===== src/rtl/event_log_record_decoder_defines.svh =====
// ---------------------------------------------------------------------------
// Event log record decoder assertion macros
// Concurrent assertion helpers, empty when SYNTH is defined.
// ---------------------------------------------------------------------------
`ifndef EVENT_LOG_RECORD_DECODER_DEFINES_SVH
`define EVENT_LOG_RECORD_DECODER_DEFINES_SVH

`ifndef SYNTH
`define ELRD_ASSERT(label, clk, rst_n, ante, cons) \
    label: assert property (@(posedge clk) disable iff (!rst_n) (ante) |-> (cons)) \
        else $error("assertion failed");
`define ELRD_ASSERT_NEXT(label, clk, rst_n, ante, cons) \
    label: assert property (@(posedge clk) disable iff (!rst_n) (ante) |=> (cons)) \
        else $error("assertion failed");
`else
`define ELRD_ASSERT(label, clk, rst_n, ante, cons)
`define ELRD_ASSERT_NEXT(label, clk, rst_n, ante, cons)
`endif

`endif


===== src/rtl/elrd_pkg.sv =====
// ---------------------------------------------------------------------------
// Event log record decoder package
// Token kinds, field codes, decoder phases, record type and class codes, length prefixes and defaults.
// ---------------------------------------------------------------------------
package elrd_pkg;

    localparam int MAX_PARAMS_DEF = 256;

    typedef enum logic [2:0] {
        KIND_INT     = 3'd0,
        KIND_STR_LEN = 3'd1,
        KIND_STR_BYTE = 3'd2,
        KIND_NULL    = 3'd3,
        KIND_ERR     = 3'd4
    } kind_t;

    localparam logic [4:0] FLD_CLASS       = 5'd0;
    localparam logic [4:0] FLD_HOST        = 5'd5;
    localparam logic [4:0] FLD_END         = 5'd8;
    localparam logic [4:0] FLD_QUERY       = 5'd14;
    localparam logic [4:0] FLD_PARAM_COUNT = 5'd15;
    localparam logic [4:0] FLD_PARAM_TYPE  = 5'd16;
    localparam logic [4:0] FLD_PARAM_VALUE = 5'd17;

    localparam logic [4:0] PH_SKIP   = 5'd0;
    localparam logic [4:0] PH_TYPE   = 5'd1;
    localparam logic [4:0] PH_BITMAP = 5'd19;

    localparam logic [7:0] TYPE_EXECUTE  = 8'd16;
    localparam logic [7:0] TYPE_PREPARE  = 8'd17;
    localparam logic [7:0] TYPE_METADATA = 8'd18;

    localparam logic [1:0] CLS_QUERY    = 2'd0;
    localparam logic [1:0] CLS_EXECUTE  = 2'd1;
    localparam logic [1:0] CLS_PREPARE  = 2'd2;
    localparam logic [1:0] CLS_METADATA = 2'd3;

    localparam logic [7:0] LENC_2 = 8'hfc;
    localparam logic [7:0] LENC_3 = 8'hfd;
    localparam logic [7:0] LENC_8 = 8'hfe;
    localparam logic [7:0] LENC_MIN = 8'd251;

endpackage


===== src/rtl/elrd_in_if.sv =====
// ---------------------------------------------------------------------------
// Event log record decoder input channel
// Valid/ready channel carrying one stream byte per word.
// ---------------------------------------------------------------------------
interface elrd_in_if;
    logic       valid;
    logic       ready;
    logic [7:0] data_byte;

    modport source (output valid, output data_byte, input ready);
    modport sink (input valid, input data_byte, output ready);
endinterface


===== src/rtl/elrd_out_if.sv =====
// ---------------------------------------------------------------------------
// Event log record decoder output channel
// Valid/ready channel carrying one decoded token per word.
// ---------------------------------------------------------------------------
interface elrd_out_if;
    logic        valid;
    logic        ready;
    logic [4:0]  field_code;
    logic [2:0]  token_kind;
    logic [63:0] token_value;
    logic [7:0]  param_index;
    logic        string_last;
    logic        record_end;

    modport source (output valid, output field_code, output token_kind, output token_value,
                    output param_index, output string_last, output record_end, input ready);
    modport sink (input valid, input field_code, input token_kind, input token_value,
                  input param_index, input string_last, input record_end, output ready);
endinterface


===== src/rtl/event_log_record_decoder.sv =====
// ---------------------------------------------------------------------------
// Event log record decoder
// Turns an event log byte stream into field, length and string byte tokens.
// ---------------------------------------------------------------------------
// One byte is taken per clock and yields zero or one token in the next cycle,
// held in an output register; stream.ready is high whenever that register is
// empty or being drained, so a steady stream runs at one byte per cycle. The
// null bitmap lives in a memory of one row per eight parameters, read into a
// register ahead of use; it needs no clearing pass after reset. After an error
// token the block drops all bytes until reset.
`include "event_log_record_decoder_defines.svh"

module event_log_record_decoder
    import elrd_pkg::*;
#(
    parameter int MAX_PARAMS = MAX_PARAMS_DEF
)
(
    input  logic       clk,
    input  logic       rst_n,
    elrd_in_if.sink    stream,
    elrd_out_if.source token
);

    localparam int CW   = $clog2(MAX_PARAMS + 1);
    localparam int ROWS = (MAX_PARAMS + 7) / 8;
    localparam int RAW  = (ROWS > 1) ? $clog2(ROWS) : 1;
    localparam int BLW  = $clog2(ROWS + 1);

    logic [4:0]    phase_reg, phase_next;
    logic [3:0]    skip_reg, skip_next;
    logic [1:0]    cls_reg, cls_next;
    logic [3:0]    ibl_reg, ibl_next;
    logic [2:0]    pos_reg, pos_next;
    logic [63:0]   acc_reg, acc_next;
    logic [63:0]   sleft_reg, sleft_next;
    logic          host_reg, host_next;
    logic [CW-1:0] total_reg, total_next;
    logic [CW-1:0] done_reg, done_next;
    logic [BLW-1:0] bml_reg, bml_next;
    logic          halted_reg, halted_next;
    logic          instr_reg, instr_next;

    logic          out_valid_reg;
    logic [4:0]    f_reg;
    kind_t         k_reg;
    logic [63:0]   v_reg;
    logic [7:0]    p_reg;
    logic          last_reg;
    logic          end_reg;

    logic [7:0]    mem [ROWS];
    logic [7:0]    rd_row_reg;
    logic          we;
    logic [RAW-1:0] wa;
    logic [RAW-1:0] ra;
    logic          ra_ok;

    logic          fire;
    logic          emit;
    logic [4:0]    e_f;
    kind_t         e_k;
    logic [63:0]   e_v;
    logic [7:0]    e_p;
    logic          e_last;
    logic          e_end;
    logic          do_adv;
    logic [4:0]    adv_f;
    logic          do_np;
    logic          end_rec;
    logic [4:0]    f;
    logic [7:0]    b;
    logic [63:0]   v;
    logic          have_v;
    logic          is_null;
    logic [CW:0]   rows_total;
    logic [CW:0]   done_inc;
    logic [BLW-1:0] wrow;

    assign stream.ready = !out_valid_reg || token.ready;
    assign fire = stream.valid && stream.ready;
    assign b = stream.data_byte;
    assign f = phase_reg - 5'd1;
    assign is_null = rd_row_reg[done_reg[2:0]];
    assign rows_total = ({1'b0, total_reg} + (CW + 1)'(7)) >> 3;
    assign wrow = BLW'(rows_total) - bml_reg;
    assign wa = RAW'(wrow);
    assign done_inc = {1'b0, done_reg} + (CW + 1)'(1);
    assign ra = RAW'(done_next >> 3);
    assign ra_ok = (done_next >> 3) < CW'(ROWS);

    always_comb
    begin
        phase_next  = phase_reg;
        skip_next   = skip_reg;
        cls_next    = cls_reg;
        ibl_next    = ibl_reg;
        pos_next    = pos_reg;
        acc_next    = acc_reg;
        sleft_next  = sleft_reg;
        host_next   = host_reg;
        total_next  = total_reg;
        done_next   = done_reg;
        bml_next    = bml_reg;
        halted_next = halted_reg;
        instr_next  = instr_reg;
        emit   = 1'b0;
        e_f    = f;
        e_k    = KIND_INT;
        e_v    = 64'(b);
        e_p    = (f >= FLD_PARAM_TYPE) ? 8'(done_reg) : 8'd0;
        e_last = 1'b0;
        e_end  = 1'b0;
        do_adv = 1'b0;
        adv_f  = f;
        do_np  = 1'b0;
        end_rec = 1'b0;
        have_v = 1'b0;
        v      = 64'd0;
        we     = 1'b0;

        if (fire && !halted_reg)
        begin
            if (phase_reg == PH_SKIP)
            begin
                if (skip_reg != 4'd0)
                    skip_next = skip_reg - 4'd1;
                if (skip_next == 4'd0)
                    phase_next = PH_TYPE;
            end
            else if (phase_reg == PH_TYPE)
            begin
                case (b)
                    TYPE_EXECUTE:  cls_next = CLS_EXECUTE;
                    TYPE_PREPARE:  cls_next = CLS_PREPARE;
                    TYPE_METADATA: cls_next = CLS_METADATA;
                    default:       cls_next = CLS_QUERY;
                endcase
                host_next  = 1'b0;
                total_next = '0;
                done_next  = '0;
                instr_next = 1'b0;
                ibl_next   = 4'd0;
                pos_next   = 3'd0;
                phase_next = 5'd2;
                emit = 1'b1;
                e_f  = FLD_CLASS;
                e_v  = 64'(cls_next);
                e_p  = 8'd0;
            end
            else if (phase_reg == PH_BITMAP)
            begin
                we = 1'b1;
                if (bml_reg != '0)
                    bml_next = bml_reg - BLW'(1);
                if (bml_next == '0)
                begin
                    done_next  = '0;
                    phase_next = 5'd17;
                    pos_next   = 3'd0;
                end
            end
            else if (phase_reg < 5'd2 || phase_reg > 5'd18)
            begin
                end_rec = 1'b1;
            end
            else if (f == FLD_PARAM_TYPE)
            begin
                if (pos_reg == 3'd0)
                begin
                    acc_next = 64'(b);
                    pos_next = 3'd1;
                    if (is_null)
                    begin
                        emit = 1'b1;
                        e_f  = FLD_PARAM_VALUE;
                        e_k  = KIND_NULL;
                        e_v  = 64'd0;
                    end
                end
                else
                begin
                    pos_next = 3'd0;
                    emit = 1'b1;
                    e_v  = acc_reg | (64'(b) << 8);
                    if (is_null)
                        do_np = 1'b1;
                    else
                        do_adv = 1'b1;
                end
            end
            else if (instr_reg)
            begin
                sleft_next = sleft_reg - 64'd1;
                emit = 1'b1;
                e_k  = KIND_STR_BYTE;
                if (sleft_next == 64'd0)
                begin
                    e_last = 1'b1;
                    instr_next = 1'b0;
                    do_adv = 1'b1;
                end
            end
            else if (ibl_reg == 4'd0)
            begin
                if (b < LENC_MIN)
                begin
                    have_v = 1'b1;
                    v = 64'(b);
                end
                else if (b == LENC_2 || b == LENC_3 || b == LENC_8)
                begin
                    ibl_next = (b == LENC_2) ? 4'd2 : (b == LENC_3) ? 4'd3 : 4'd8;
                    acc_next = 64'd0;
                    pos_next = 3'd0;
                end
                else
                begin
                    halted_next = 1'b1;
                    emit  = 1'b1;
                    e_k   = KIND_ERR;
                    e_end = 1'b1;
                end
            end
            else
            begin
                acc_next = acc_reg | (64'(b) << {pos_reg, 3'b000});
                pos_next = pos_reg + 3'd1;
                ibl_next = ibl_reg - 4'd1;
                if (ibl_next == 4'd0)
                begin
                    have_v = 1'b1;
                    v = acc_next;
                    pos_next = 3'd0;
                end
            end

            if (have_v)
            begin
                emit = 1'b1;
                e_v  = v;
                if (f == 5'd2 || f == 5'd3 || f == 5'd4 || f == 5'd6 || f == FLD_QUERY ||
                    f == FLD_PARAM_VALUE)
                begin
                    e_k = KIND_STR_LEN;
                    if (v == 64'd0)
                        do_adv = 1'b1;
                    else
                    begin
                        instr_next = 1'b1;
                        sleft_next = v;
                    end
                end
                else if (f == FLD_PARAM_COUNT && v > 64'(MAX_PARAMS))
                begin
                    halted_next = 1'b1;
                    e_k   = KIND_ERR;
                    e_p   = 8'd0;
                    e_end = 1'b1;
                end
                else
                begin
                    if (f == FLD_HOST)
                        host_next = (v != '1);
                    if (f == FLD_PARAM_COUNT)
                        total_next = CW'(v);
                    do_adv = 1'b1;
                end
            end

            if (do_adv)
            begin
                case (adv_f)
                    FLD_HOST:
                        phase_next = host_next ? 5'd7 : 5'd8;
                    FLD_END:
                        phase_next = (cls_reg == CLS_EXECUTE || cls_reg == CLS_PREPARE) ?
                                     5'd10 : 5'd11;
                    FLD_QUERY:
                        if (cls_reg == CLS_EXECUTE)
                            phase_next = 5'd16;
                        else
                            end_rec = 1'b1;
                    FLD_PARAM_COUNT:
                        if (total_next == '0)
                            end_rec = 1'b1;
                        else
                        begin
                            bml_next   = BLW'(({1'b0, total_next} + (CW + 1)'(7)) >> 3);
                            done_next  = '0;
                            phase_next = PH_BITMAP;
                        end
                    FLD_PARAM_TYPE:
                        phase_next = 5'd18;
                    FLD_PARAM_VALUE:
                        do_np = 1'b1;
                    default:
                        phase_next = adv_f + 5'd2;
                endcase
            end

            if (do_np)
            begin
                done_next = CW'(done_inc);
                if (done_inc >= {1'b0, total_reg})
                    end_rec = 1'b1;
                else
                begin
                    phase_next = 5'd17;
                    pos_next   = 3'd0;
                end
            end

            if (end_rec)
            begin
                phase_next = PH_SKIP;
                skip_next  = 4'd8;
                instr_next = 1'b0;
                ibl_next   = 4'd0;
                pos_next   = 3'd0;
                e_end      = 1'b1;
            end
        end
    end

    always_ff @(posedge clk)
    begin
        if (we)
            mem[wa] <= b;
        if (we && wa == ra)
            rd_row_reg <= b;
        else if (ra_ok)
            rd_row_reg <= mem[ra];
        else
            rd_row_reg <= 8'd0;
    end

    always_ff @(posedge clk or negedge rst_n)
    begin
        if (!rst_n)
        begin
            phase_reg  <= PH_SKIP;
            skip_reg   <= 4'd8;
            cls_reg    <= CLS_QUERY;
            ibl_reg    <= 4'd0;
            pos_reg    <= 3'd0;
            acc_reg    <= 64'd0;
            sleft_reg  <= 64'd0;
            host_reg   <= 1'b0;
            total_reg  <= '0;
            done_reg   <= '0;
            bml_reg    <= '0;
            halted_reg <= 1'b0;
            instr_reg  <= 1'b0;
            out_valid_reg <= 1'b0;
        end
        else
        begin
            phase_reg  <= phase_next;
            skip_reg   <= skip_next;
            cls_reg    <= cls_next;
            ibl_reg    <= ibl_next;
            pos_reg    <= pos_next;
            acc_reg    <= acc_next;
            sleft_reg  <= sleft_next;
            host_reg   <= host_next;
            total_reg  <= total_next;
            done_reg   <= done_next;
            bml_reg    <= bml_next;
            halted_reg <= halted_next;
            instr_reg  <= instr_next;
            if (emit)
                out_valid_reg <= 1'b1;
            else if (token.ready)
                out_valid_reg <= 1'b0;
        end
    end

    always_ff @(posedge clk)
    begin
        if (emit)
        begin
            f_reg    <= e_f;
            k_reg    <= e_k;
            v_reg    <= e_v;
            p_reg    <= e_p;
            last_reg <= e_last;
            end_reg  <= e_end;
        end
    end

    assign token.valid       = out_valid_reg;
    assign token.field_code  = f_reg;
    assign token.token_kind  = k_reg;
    assign token.token_value = v_reg;
    assign token.param_index = p_reg;
    assign token.string_last = last_reg;
    assign token.record_end  = end_reg;

    `ELRD_ASSERT(a_err_ends, clk, rst_n, out_valid_reg && k_reg == KIND_ERR, end_reg)
    `ELRD_ASSERT(a_last_is_byte, clk, rst_n, out_valid_reg && last_reg, k_reg == KIND_STR_BYTE)
    `ELRD_ASSERT_NEXT(a_halt_quiet, clk, rst_n, halted_reg && token.ready, !out_valid_reg)

endmodule


===== src/flat_wrapper.sv =====
// flat-port wrapper written by rule: the top's interface ports become plain ports
module event_log_record_decoder_flat import elrd_pkg::*;
#(
    parameter int MAX_PARAMS = MAX_PARAMS_DEF
)
  (clk, rst_n, stream_valid, stream_data_byte, stream_ready, token_valid, token_field_code, token_token_kind, token_token_value, token_param_index, token_string_last, token_record_end, token_ready);
  elrd_in_if stream_i ();
  elrd_out_if token_i ();
  input  logic clk;
  input  logic rst_n;
  input wire logic [$bits(stream_i.valid)-1:0] stream_valid;
  input wire logic [$bits(stream_i.data_byte)-1:0] stream_data_byte;
  output wire logic [$bits(stream_i.ready)-1:0] stream_ready;
  output wire logic [$bits(token_i.valid)-1:0] token_valid;
  output wire logic [$bits(token_i.field_code)-1:0] token_field_code;
  output wire logic [$bits(token_i.token_kind)-1:0] token_token_kind;
  output wire logic [$bits(token_i.token_value)-1:0] token_token_value;
  output wire logic [$bits(token_i.param_index)-1:0] token_param_index;
  output wire logic [$bits(token_i.string_last)-1:0] token_string_last;
  output wire logic [$bits(token_i.record_end)-1:0] token_record_end;
  input wire logic [$bits(token_i.ready)-1:0] token_ready;
  assign stream_i.valid = stream_valid;
  assign stream_i.data_byte = stream_data_byte;
  assign stream_ready = stream_i.ready;
  assign token_valid = token_i.valid;
  assign token_field_code = token_i.field_code;
  assign token_token_kind = token_i.token_kind;
  assign token_token_value = token_i.token_value;
  assign token_param_index = token_i.param_index;
  assign token_string_last = token_i.string_last;
  assign token_record_end = token_i.record_end;
  assign token_i.ready = token_ready;
  event_log_record_decoder #(.MAX_PARAMS(MAX_PARAMS)) u_core (.clk(clk), .rst_n(rst_n), .stream(stream_i), .token(token_i));
endmodule

===== config.mk =====
export PLATFORM = sky130hd
export DESIGN_NAME = event_log_record_decoder_flat
export DESIGN_NICKNAME = d
export VERILOG_FILES = /design/src/rtl/elrd_pkg.sv /design/src/rtl/elrd_in_if.sv /design/src/rtl/elrd_out_if.sv /design/src/rtl/event_log_record_decoder.sv /design/src/flat_wrapper.sv
export VERILOG_INCLUDE_DIRS = /design/src /design/src/rtl
export SDC_FILE = /design/constraint.sdc
export NUM_CORES = 1
export LEC_CHECK = 0
export BUFFER_PORTS_ARGS = -buffer_cell sky130_fd_sc_hd__buf_2
export CORE_MARGIN = 2
export CORE_UTILIZATION = 59
export DETAILED_ROUTE_END_ITERATION = 8
export PLACE_DENSITY = 0.76
export SETUP_SLACK_MARGIN = 0.15
export SKIP_CTS_REPAIR_TIMING = 1
export SLEW_MARGIN = 15
export SYNTH_ARGS = -nofsm -noshare
export SYNTH_HDL_FRONTEND = slang
export SYNTH_SLANG_ARGS = --single-unit

===== constraint.sdc =====
create_clock -name clk -period 21.6 [get_ports clk]
set_input_delay 4.32 -clock clk [delete_from_list [all_inputs] [get_ports clk]]
set_output_delay 4.32 -clock clk [all_outputs]
set_load 0.1 [all_outputs]

After elaboration in Yosys (flattened, before gate mapping)
Memory sizes are Yosys's and may differ from the RTL's.
Cells that the tools add are included.
- bits in registers: 264
- input bits: 12
- output and inout port bits: 84
- RAM bits: 256
- logic and storage cells: 364
- memories: 1
- shifts and indexed selects: 1
- $lt $le $gt $ge: 8
- bitwise operators: 7
- muxes and demuxes: 246
- add/sub/neg operators: 11
- reduce and logical (&&, ||, !) cells: 34
- equal/unequal tests: 33
- memories (memory ; depth ; width ; rd ports ; clocked after Yosys merged registers in ; wr ports ; line ; text):
    u_core.mem ; 32 ; 8 ; 1 ; 0 ; 1 ; event_log_record_decoder.sv:52 ; logic [7:0] mem [ROWS];
- operators with widths (kind ; count):
    64-bit 2-to-1 mux ; 31
    9-bit 2-to-1 mux ; 16
    64-bit logical NOT ; 2
    1-bit 2-to-1 mux ; 107
    8-bit 2-to-1 mux ; 12
    5-bit 2-to-1 mux ; 19
    3-bit 2-to-1 mux ; 27
    4-bit 2-to-1 mux ; 18
    6-bit 2-to-1 mux ; 11
    64-bit by 9-bit > comparator with 1-bit output (second input constant) ; 1
    64-bit != test (second input constant) ; 1
    64-bit by 16-bit bitwise OR with 64-bit output ; 1
    64-bit bitwise OR ; 1
    8-bit by 6-bit left shift with 64-bit output ; 1
    64-bit by 1-bit subtractor with 64-bit output (second input constant) ; 1
    5-bit case mux with 6 select lines ; 1
    8-bit by 5-bit equality test with 1-bit output (second input constant) ; 3
    8-bit equality test (second input constant) ; 3
    5-bit by 3-bit equality test with 1-bit output (second input constant) ; 3
    5-bit by 4-bit equality test with 1-bit output (second input constant) ; 3
    5-bit equality test (second input constant) ; 3
    3-bit by 2-bit != test with 1-bit output (second input constant) ; 5
    4-bit logical NOT ; 3
    9-bit by 1-bit adder with 10-bit output (second input constant) ; 1
    43 further kinds ; 66

Depth between registers and ports, before layout
- depth after elaboration: 26
- depth in mapped cells: 24
- mapped depth without buffers: 18

Worst setup path after synthesis
Ideal clock, no wire load.
- kind: input to register
- start: input token_ready
- end: register u_core.f_reg[0] (netlist: u_core.token.field_code[0]) (enable)
- slack: 11.023 ns
- buffers on the path: 2
- cell stages on the path: 7
- library setup time: 0.573 ns
- data required time: 21.027 ns
- arrival time: 10.004 ns
- path through: inv_1 nand2_1 nand2_1 or2_2 clkbuf_1 clkbuf_1 a31oi_1
- longest elaborated chain between the ends: 4
- RTL lines (what ; line ; text):
    from (decl) ; flat_wrapper.sv:21 ; input wire logic [$bits(token_i.ready)-1:0] token_ready;
    1-bit logical OR ; event_log_record_decoder.sv:80 ; assign stream.ready = !out_valid_reg || token.ready;
    named net stream_ready ; flat_wrapper.sv:13 ; output wire logic [$bits(stream_i.ready)-1:0] stream_ready;
    1-bit logical AND ; event_log_record_decoder.sv:81 ; assign fire = stream.valid && stream.ready;
    1-bit logical AND ; event_log_record_decoder.sv:122 ; if (fire && !halted_reg)
    1-bit 2-to-1 mux ; event_log_record_decoder.sv:122 ;
    named net u_core.emit ; event_log_record_decoder.sv:60 ; logic emit;
    to (signal assigned) ; event_log_record_decoder.sv:383 ; f_reg <= e_f;
    to (decl) ; event_log_record_decoder.sv:45 ; logic [4:0] f_reg;
The timed path passes the listed nets, and every way through them passes these cells.
A chain may end at the register's enable or synchronous reset.

Worst setup path after layout
- start: input stream_data_byte[3]
- end: register u_core.rd_row_reg[1]
- longest elaborated chain between the ends: 26
- elaborated cells between the ends (all ways): 49
- those cells by class: 3 x order compare; 1 x eq/ne; 1 x shift; 38 x mux; 1 x bitwise; 4 x reduce/logical; 1 x memory
- RTL lines (what ; line ; text):
    from (decl) ; flat_wrapper.sv:12 ; input wire logic [$bits(stream_i.data_byte)-1:0] stream_data_byte;
    8-bit by 6-bit left shift with 64-bit output ; event_log_record_decoder.sv:227 ; acc_next = acc_reg | (64'(b) << {pos_reg, 3'b000});
    64-bit bitwise OR ; event_log_record_decoder.sv:227 ;
    64-bit 2-to-1 mux ; event_log_record_decoder.sv:230 ; if (ibl_next == 4'd0)
    64-bit 2-to-1 mux ; event_log_record_decoder.sv:204 ; else if (ibl_reg == 4'd0)
    64-bit 2-to-1 mux ; event_log_record_decoder.sv:192 ; else if (instr_reg)
    64-bit 2-to-1 mux ; event_log_record_decoder.sv:167 ; else if (f == FLD_PARAM_TYPE)
    64-bit 2-to-1 mux ; event_log_record_decoder.sv:163 ; else if (phase_reg < 5'd2 || phase_reg > 5'd18)
    64-bit 2-to-1 mux ; event_log_record_decoder.sv:151 ; else if (phase_reg == PH_BITMAP)
    (+10 left out) ; - ;
    9-bit 2-to-1 mux ; event_log_record_decoder.sv:285 ; if (total_next == '0)
    9-bit 2-to-1 mux ; event_log_record_decoder.sv:273 ; case (adv_f)
    9-bit 2-to-1 mux ; event_log_record_decoder.sv:271 ; if (do_adv)
    9-bit 2-to-1 mux (*) ; event_log_record_decoder.sv:302 ; if (do_np)
    9-bit 2-to-1 mux (*) ; event_log_record_decoder.sv:122 ;
    memory 32 x 8 bit (tied with other cells) ; - ;
    8-bit 2-to-1 mux or 1-bit logical AND (tied branches) ; event_log_record_decoder.sv:332, event_log_record_decoder.sv:330 ;
    8-bit 2-to-1 mux (*) ; event_log_record_decoder.sv:330 ; if (we && wa == ra)
    to (signal assigned) ; event_log_record_decoder.sv:333 ; rd_row_reg <= mem[ra];
    to (decl) ; event_log_record_decoder.sv:53 ; logic [7:0] rd_row_reg;
Mark *: on every way between the ends. The rest lies on a longest branch, timed or not. The select of a mux whose other input is x is not followed.

==> flow_metrics.tcl <==
set metrics [dict create \
    fmaxAchievable_mhz 94.6 \
    crit_chain "buf_2 > buf_4 > or2_2 > a2111oi_0 > a41oi_1 > nor4_1 > nand4_1 > a2111o_1 > o211a_1 > o311ai_0 > o21bai_2 > a22oi_2 > buf_4 > inv_4 > buf_4 > mux2i_1 > nor3_1 > nor4_1 > o211ai_1 > o211a_1" \
    final_common_cell "edfxtp_1" \
    detailed_place_hpwl_mm 65.3 \
    endpoint_kind "flop" \
    rsz0062_at_grt "false" \
    port_buffers 95 \
    wl_met1_mm 35.8 \
    path_clk_slew_ps 60 \
    wl_per_cell_um 27.0 \
    grt_pass1_vias 22700 \
    vias 24200 \
    tightest_slew_ps 1200 \
    cp_slowest_cell "buf_4" \
    status "complete, no violations" \
    startpoint_type "input pin" \
    nets 2885 \
    cts_sinks 520 \
    avgSynthCellArea_um2 9.73 \
    synthArstFlopShare_pct 33.5 \
    cpMostUsedCell "buf_4" \
    synthCells 2846 \
    switchingPower_mw 1.95 \
    finalHoldViolCount 0 \
    area_growth_pct 9.49 \
    grt_pass1_wl_mm 141 \
    postRouteAntennaNets 0 \
    cpLargestDelayFamily "compound AO/OA/AOI/OAI gates" \
    path_class "in2reg" \
    cts_buffer_depth 3 \
    finalSetupViolations 0 \
    fin_crit_ps 10570 \
    p_leak_nw 10.7 \
    powerDensity_mw_per_mm2 138 \
    ys_types 92 \
    dieHeight_um 221 \
    drv_cap 0 \
    synth_area_mm2 0.0277 \
    grt_overflow_total 0 \
    fin_tns_setup_ps 0 \
    fp-row-count 79 \
    route.met3.wl_mm 10.2 \
    synth_enable_flop_cells 338 \
    fin_worst_skew_ps 34.7 \
    die_w_um 221 \
    gp_congestion 1.01 \
    seq_area_frac_synth_pct 53.0 \
    syn_nets 2891 \
    crit_arrival_ps 11080 \
    drive_gt1_share_pct 9.60 \
    root_buffer "clkbuf_16" \
    clk_latency_ps 650 \
    gr-usage-all-layers_pct 38.6 \
    wl_met2_mm 43.0 \
    dr.pass1.iters 6 \
    hold_class "reg2reg" \
    via_per_inst 6.94 \
    regMostFlops "u_core.mem" \
    largest_register_ffs 256 \
    irDropWorstVdd_mv 0.118 \
    cts_buffers 53 \
    switching_share_pct 46.5 \
    drt_iter0_drc 3490 \
    top_layer "met5" \
    final_util_pct 65.2 \
    fin_crit_sh_pct 48.9 \
    p_int_mw 2.24 \
    initial_core_util_pct 59.6 \
    synthFlopType "edfxtp_1" \
    required_ps 22110 \
    clkPwrFrac_pct 23.1 \
    drt-total-wl_mm 94.3 \
    grt_max_degree 88 \
    yosys_warnings 0 \
    antenna_found_initial 3 \
    power_mw 4.19 \
    drc 0 \
    ios 96 \
    core_area_mm2 0.0465 \
    die_area_mm2 0.0487 \
    critical_path_buf_inv_count 5 \
    crit_fanout 68 \
    drv_slew 0 \
    ys_ff_latch 520 \
    relSlewSlack_pct 19.7 \
    pwr-share-seq_pct 34.8 \
    cts_tree "yes" \
    combPwrFrac_pct 42.1 \
    htreeDepth 2 \
    mostFrequentLayoutCells "edfxtp_1 (338), nor2_1 (337), nand2_1 (317)" \
    slowest_delay_ps 880 \
]
-- power by group through the flow --
stage	sequential (mW)	combinational (mW)	clock [mW]
after global routing	1.47	1.87	1.01
after floorplan	1.73	0.939	0
after detailed placement	1.46	1.71	0
after global placement	1.46	1.68	0
final	1.46	1.76	0.969
after CTS	1.44	1.71	0.972
-- area by class of cell --
cell class                 count  area (um^2)
clock buffer                  60         1350
inverter                      72          273
fill                        3690        16100
tap                          607          759
sequential                   520        14700
multi-input combinational   2055        12000
antenna                        1         2.50
timing repair buffer         138          808
clock inverter                40          480
-- worst register-to-register path, cell delays in order (launching register included) --
cell and delay (ps):
dfrtp_1 470, inv_1 90, ha_1 320, or4b_1 670
nor4_1 680, nand4_1 490, o21ai_0 650, nand2_1 130
nor4b_1 610, nand4_1 520, o21ai_2 430, and3_1 410
a22oi_2 80, buf_4 370, inv_4 700, buf_4 900
mux2i_1 340, nor3_1 80, nor4_1 400, o211ai_1 220
o211a_1 210
-- cells in the mapped netlist, types with 68 or more instances --
library cell    n  share of area (%)
a21oi_1       232                4.2
clkbuf_1      158                2.1
dfrtp_1       173                 16
edfxtp_1      338                 37
inv_1          70               0.95
mux2i_1        73                2.6
nand2_1       318                4.3
nand3_1        81                1.5
nor2_1        338                4.6
nor3_1         87                1.6
nor4_1         68                1.5
o21ai_0       170                3.1
-- kinds of logic after synthesis --
kind of cell               count (synthesis)  share of synthesized area [%]
buffers and inverters                    271                           3.97
adders and majority gates                 33                           1.52
and+or+nand+nor                         1160                           20.2
AOI/OAI and AO/OA                        743                           17.1
muxes                                     76                           2.84
DFF                                      520                           53.0
xor gates and xnor gates                  43                           1.36
-- through the flow --
| step | cells | hold slack, ps | cell area, um^2 | setup WS, ps |
|---|---|---|---|---|
| floorplan | 2846 | 445 | 27700 | 11020 |
| finish | 3493 | 492 | 30300 | 11030 |
| CTS | 3491 | 487 | 30300 | 10940 |
| global placement | 3391 | 461 | 28500 | 10490 |
| global route | 3492 | 525 | 30300 | 10670 |
| detailed placement | 3391 | 472 | 28500 | 10280 |
-- worst paths after layout --
check | start | end | slack, ps | depth (start not counted)
setup / recovery | stream_data_byte[3] | u_core.rd_row_reg[1] | 11030 | 20
hold / removal | u_core.host_reg | u_core.host_reg | 490 | 2
setup reg to reg | u_core.sleft_reg[0] | u_core.rd_row_reg[1] | 12720 | 20
hold reg to reg | u_core.host_reg | u_core.host_reg | 490 | 2
max in group asynchronous | rst_n | u_core.acc_reg[63] | 15730 | 3
min in group asynchronous | rst_n | u_core.cls_reg[1] | 3610 | 1
-- layer usage --
| layer | GRT usage, % | vias to the layer above |
|---|---|---|
| met3 | 8.25 | 296 |
| met2 | 60.1 | 1663 |
| met4 | 19.8 | 6 |
| li1 | - | 10600 |
| met5 | 0 | - |
| met1 | 51.3 | 11700 |
Note: power is estimated with default switching activity, not from simulation.
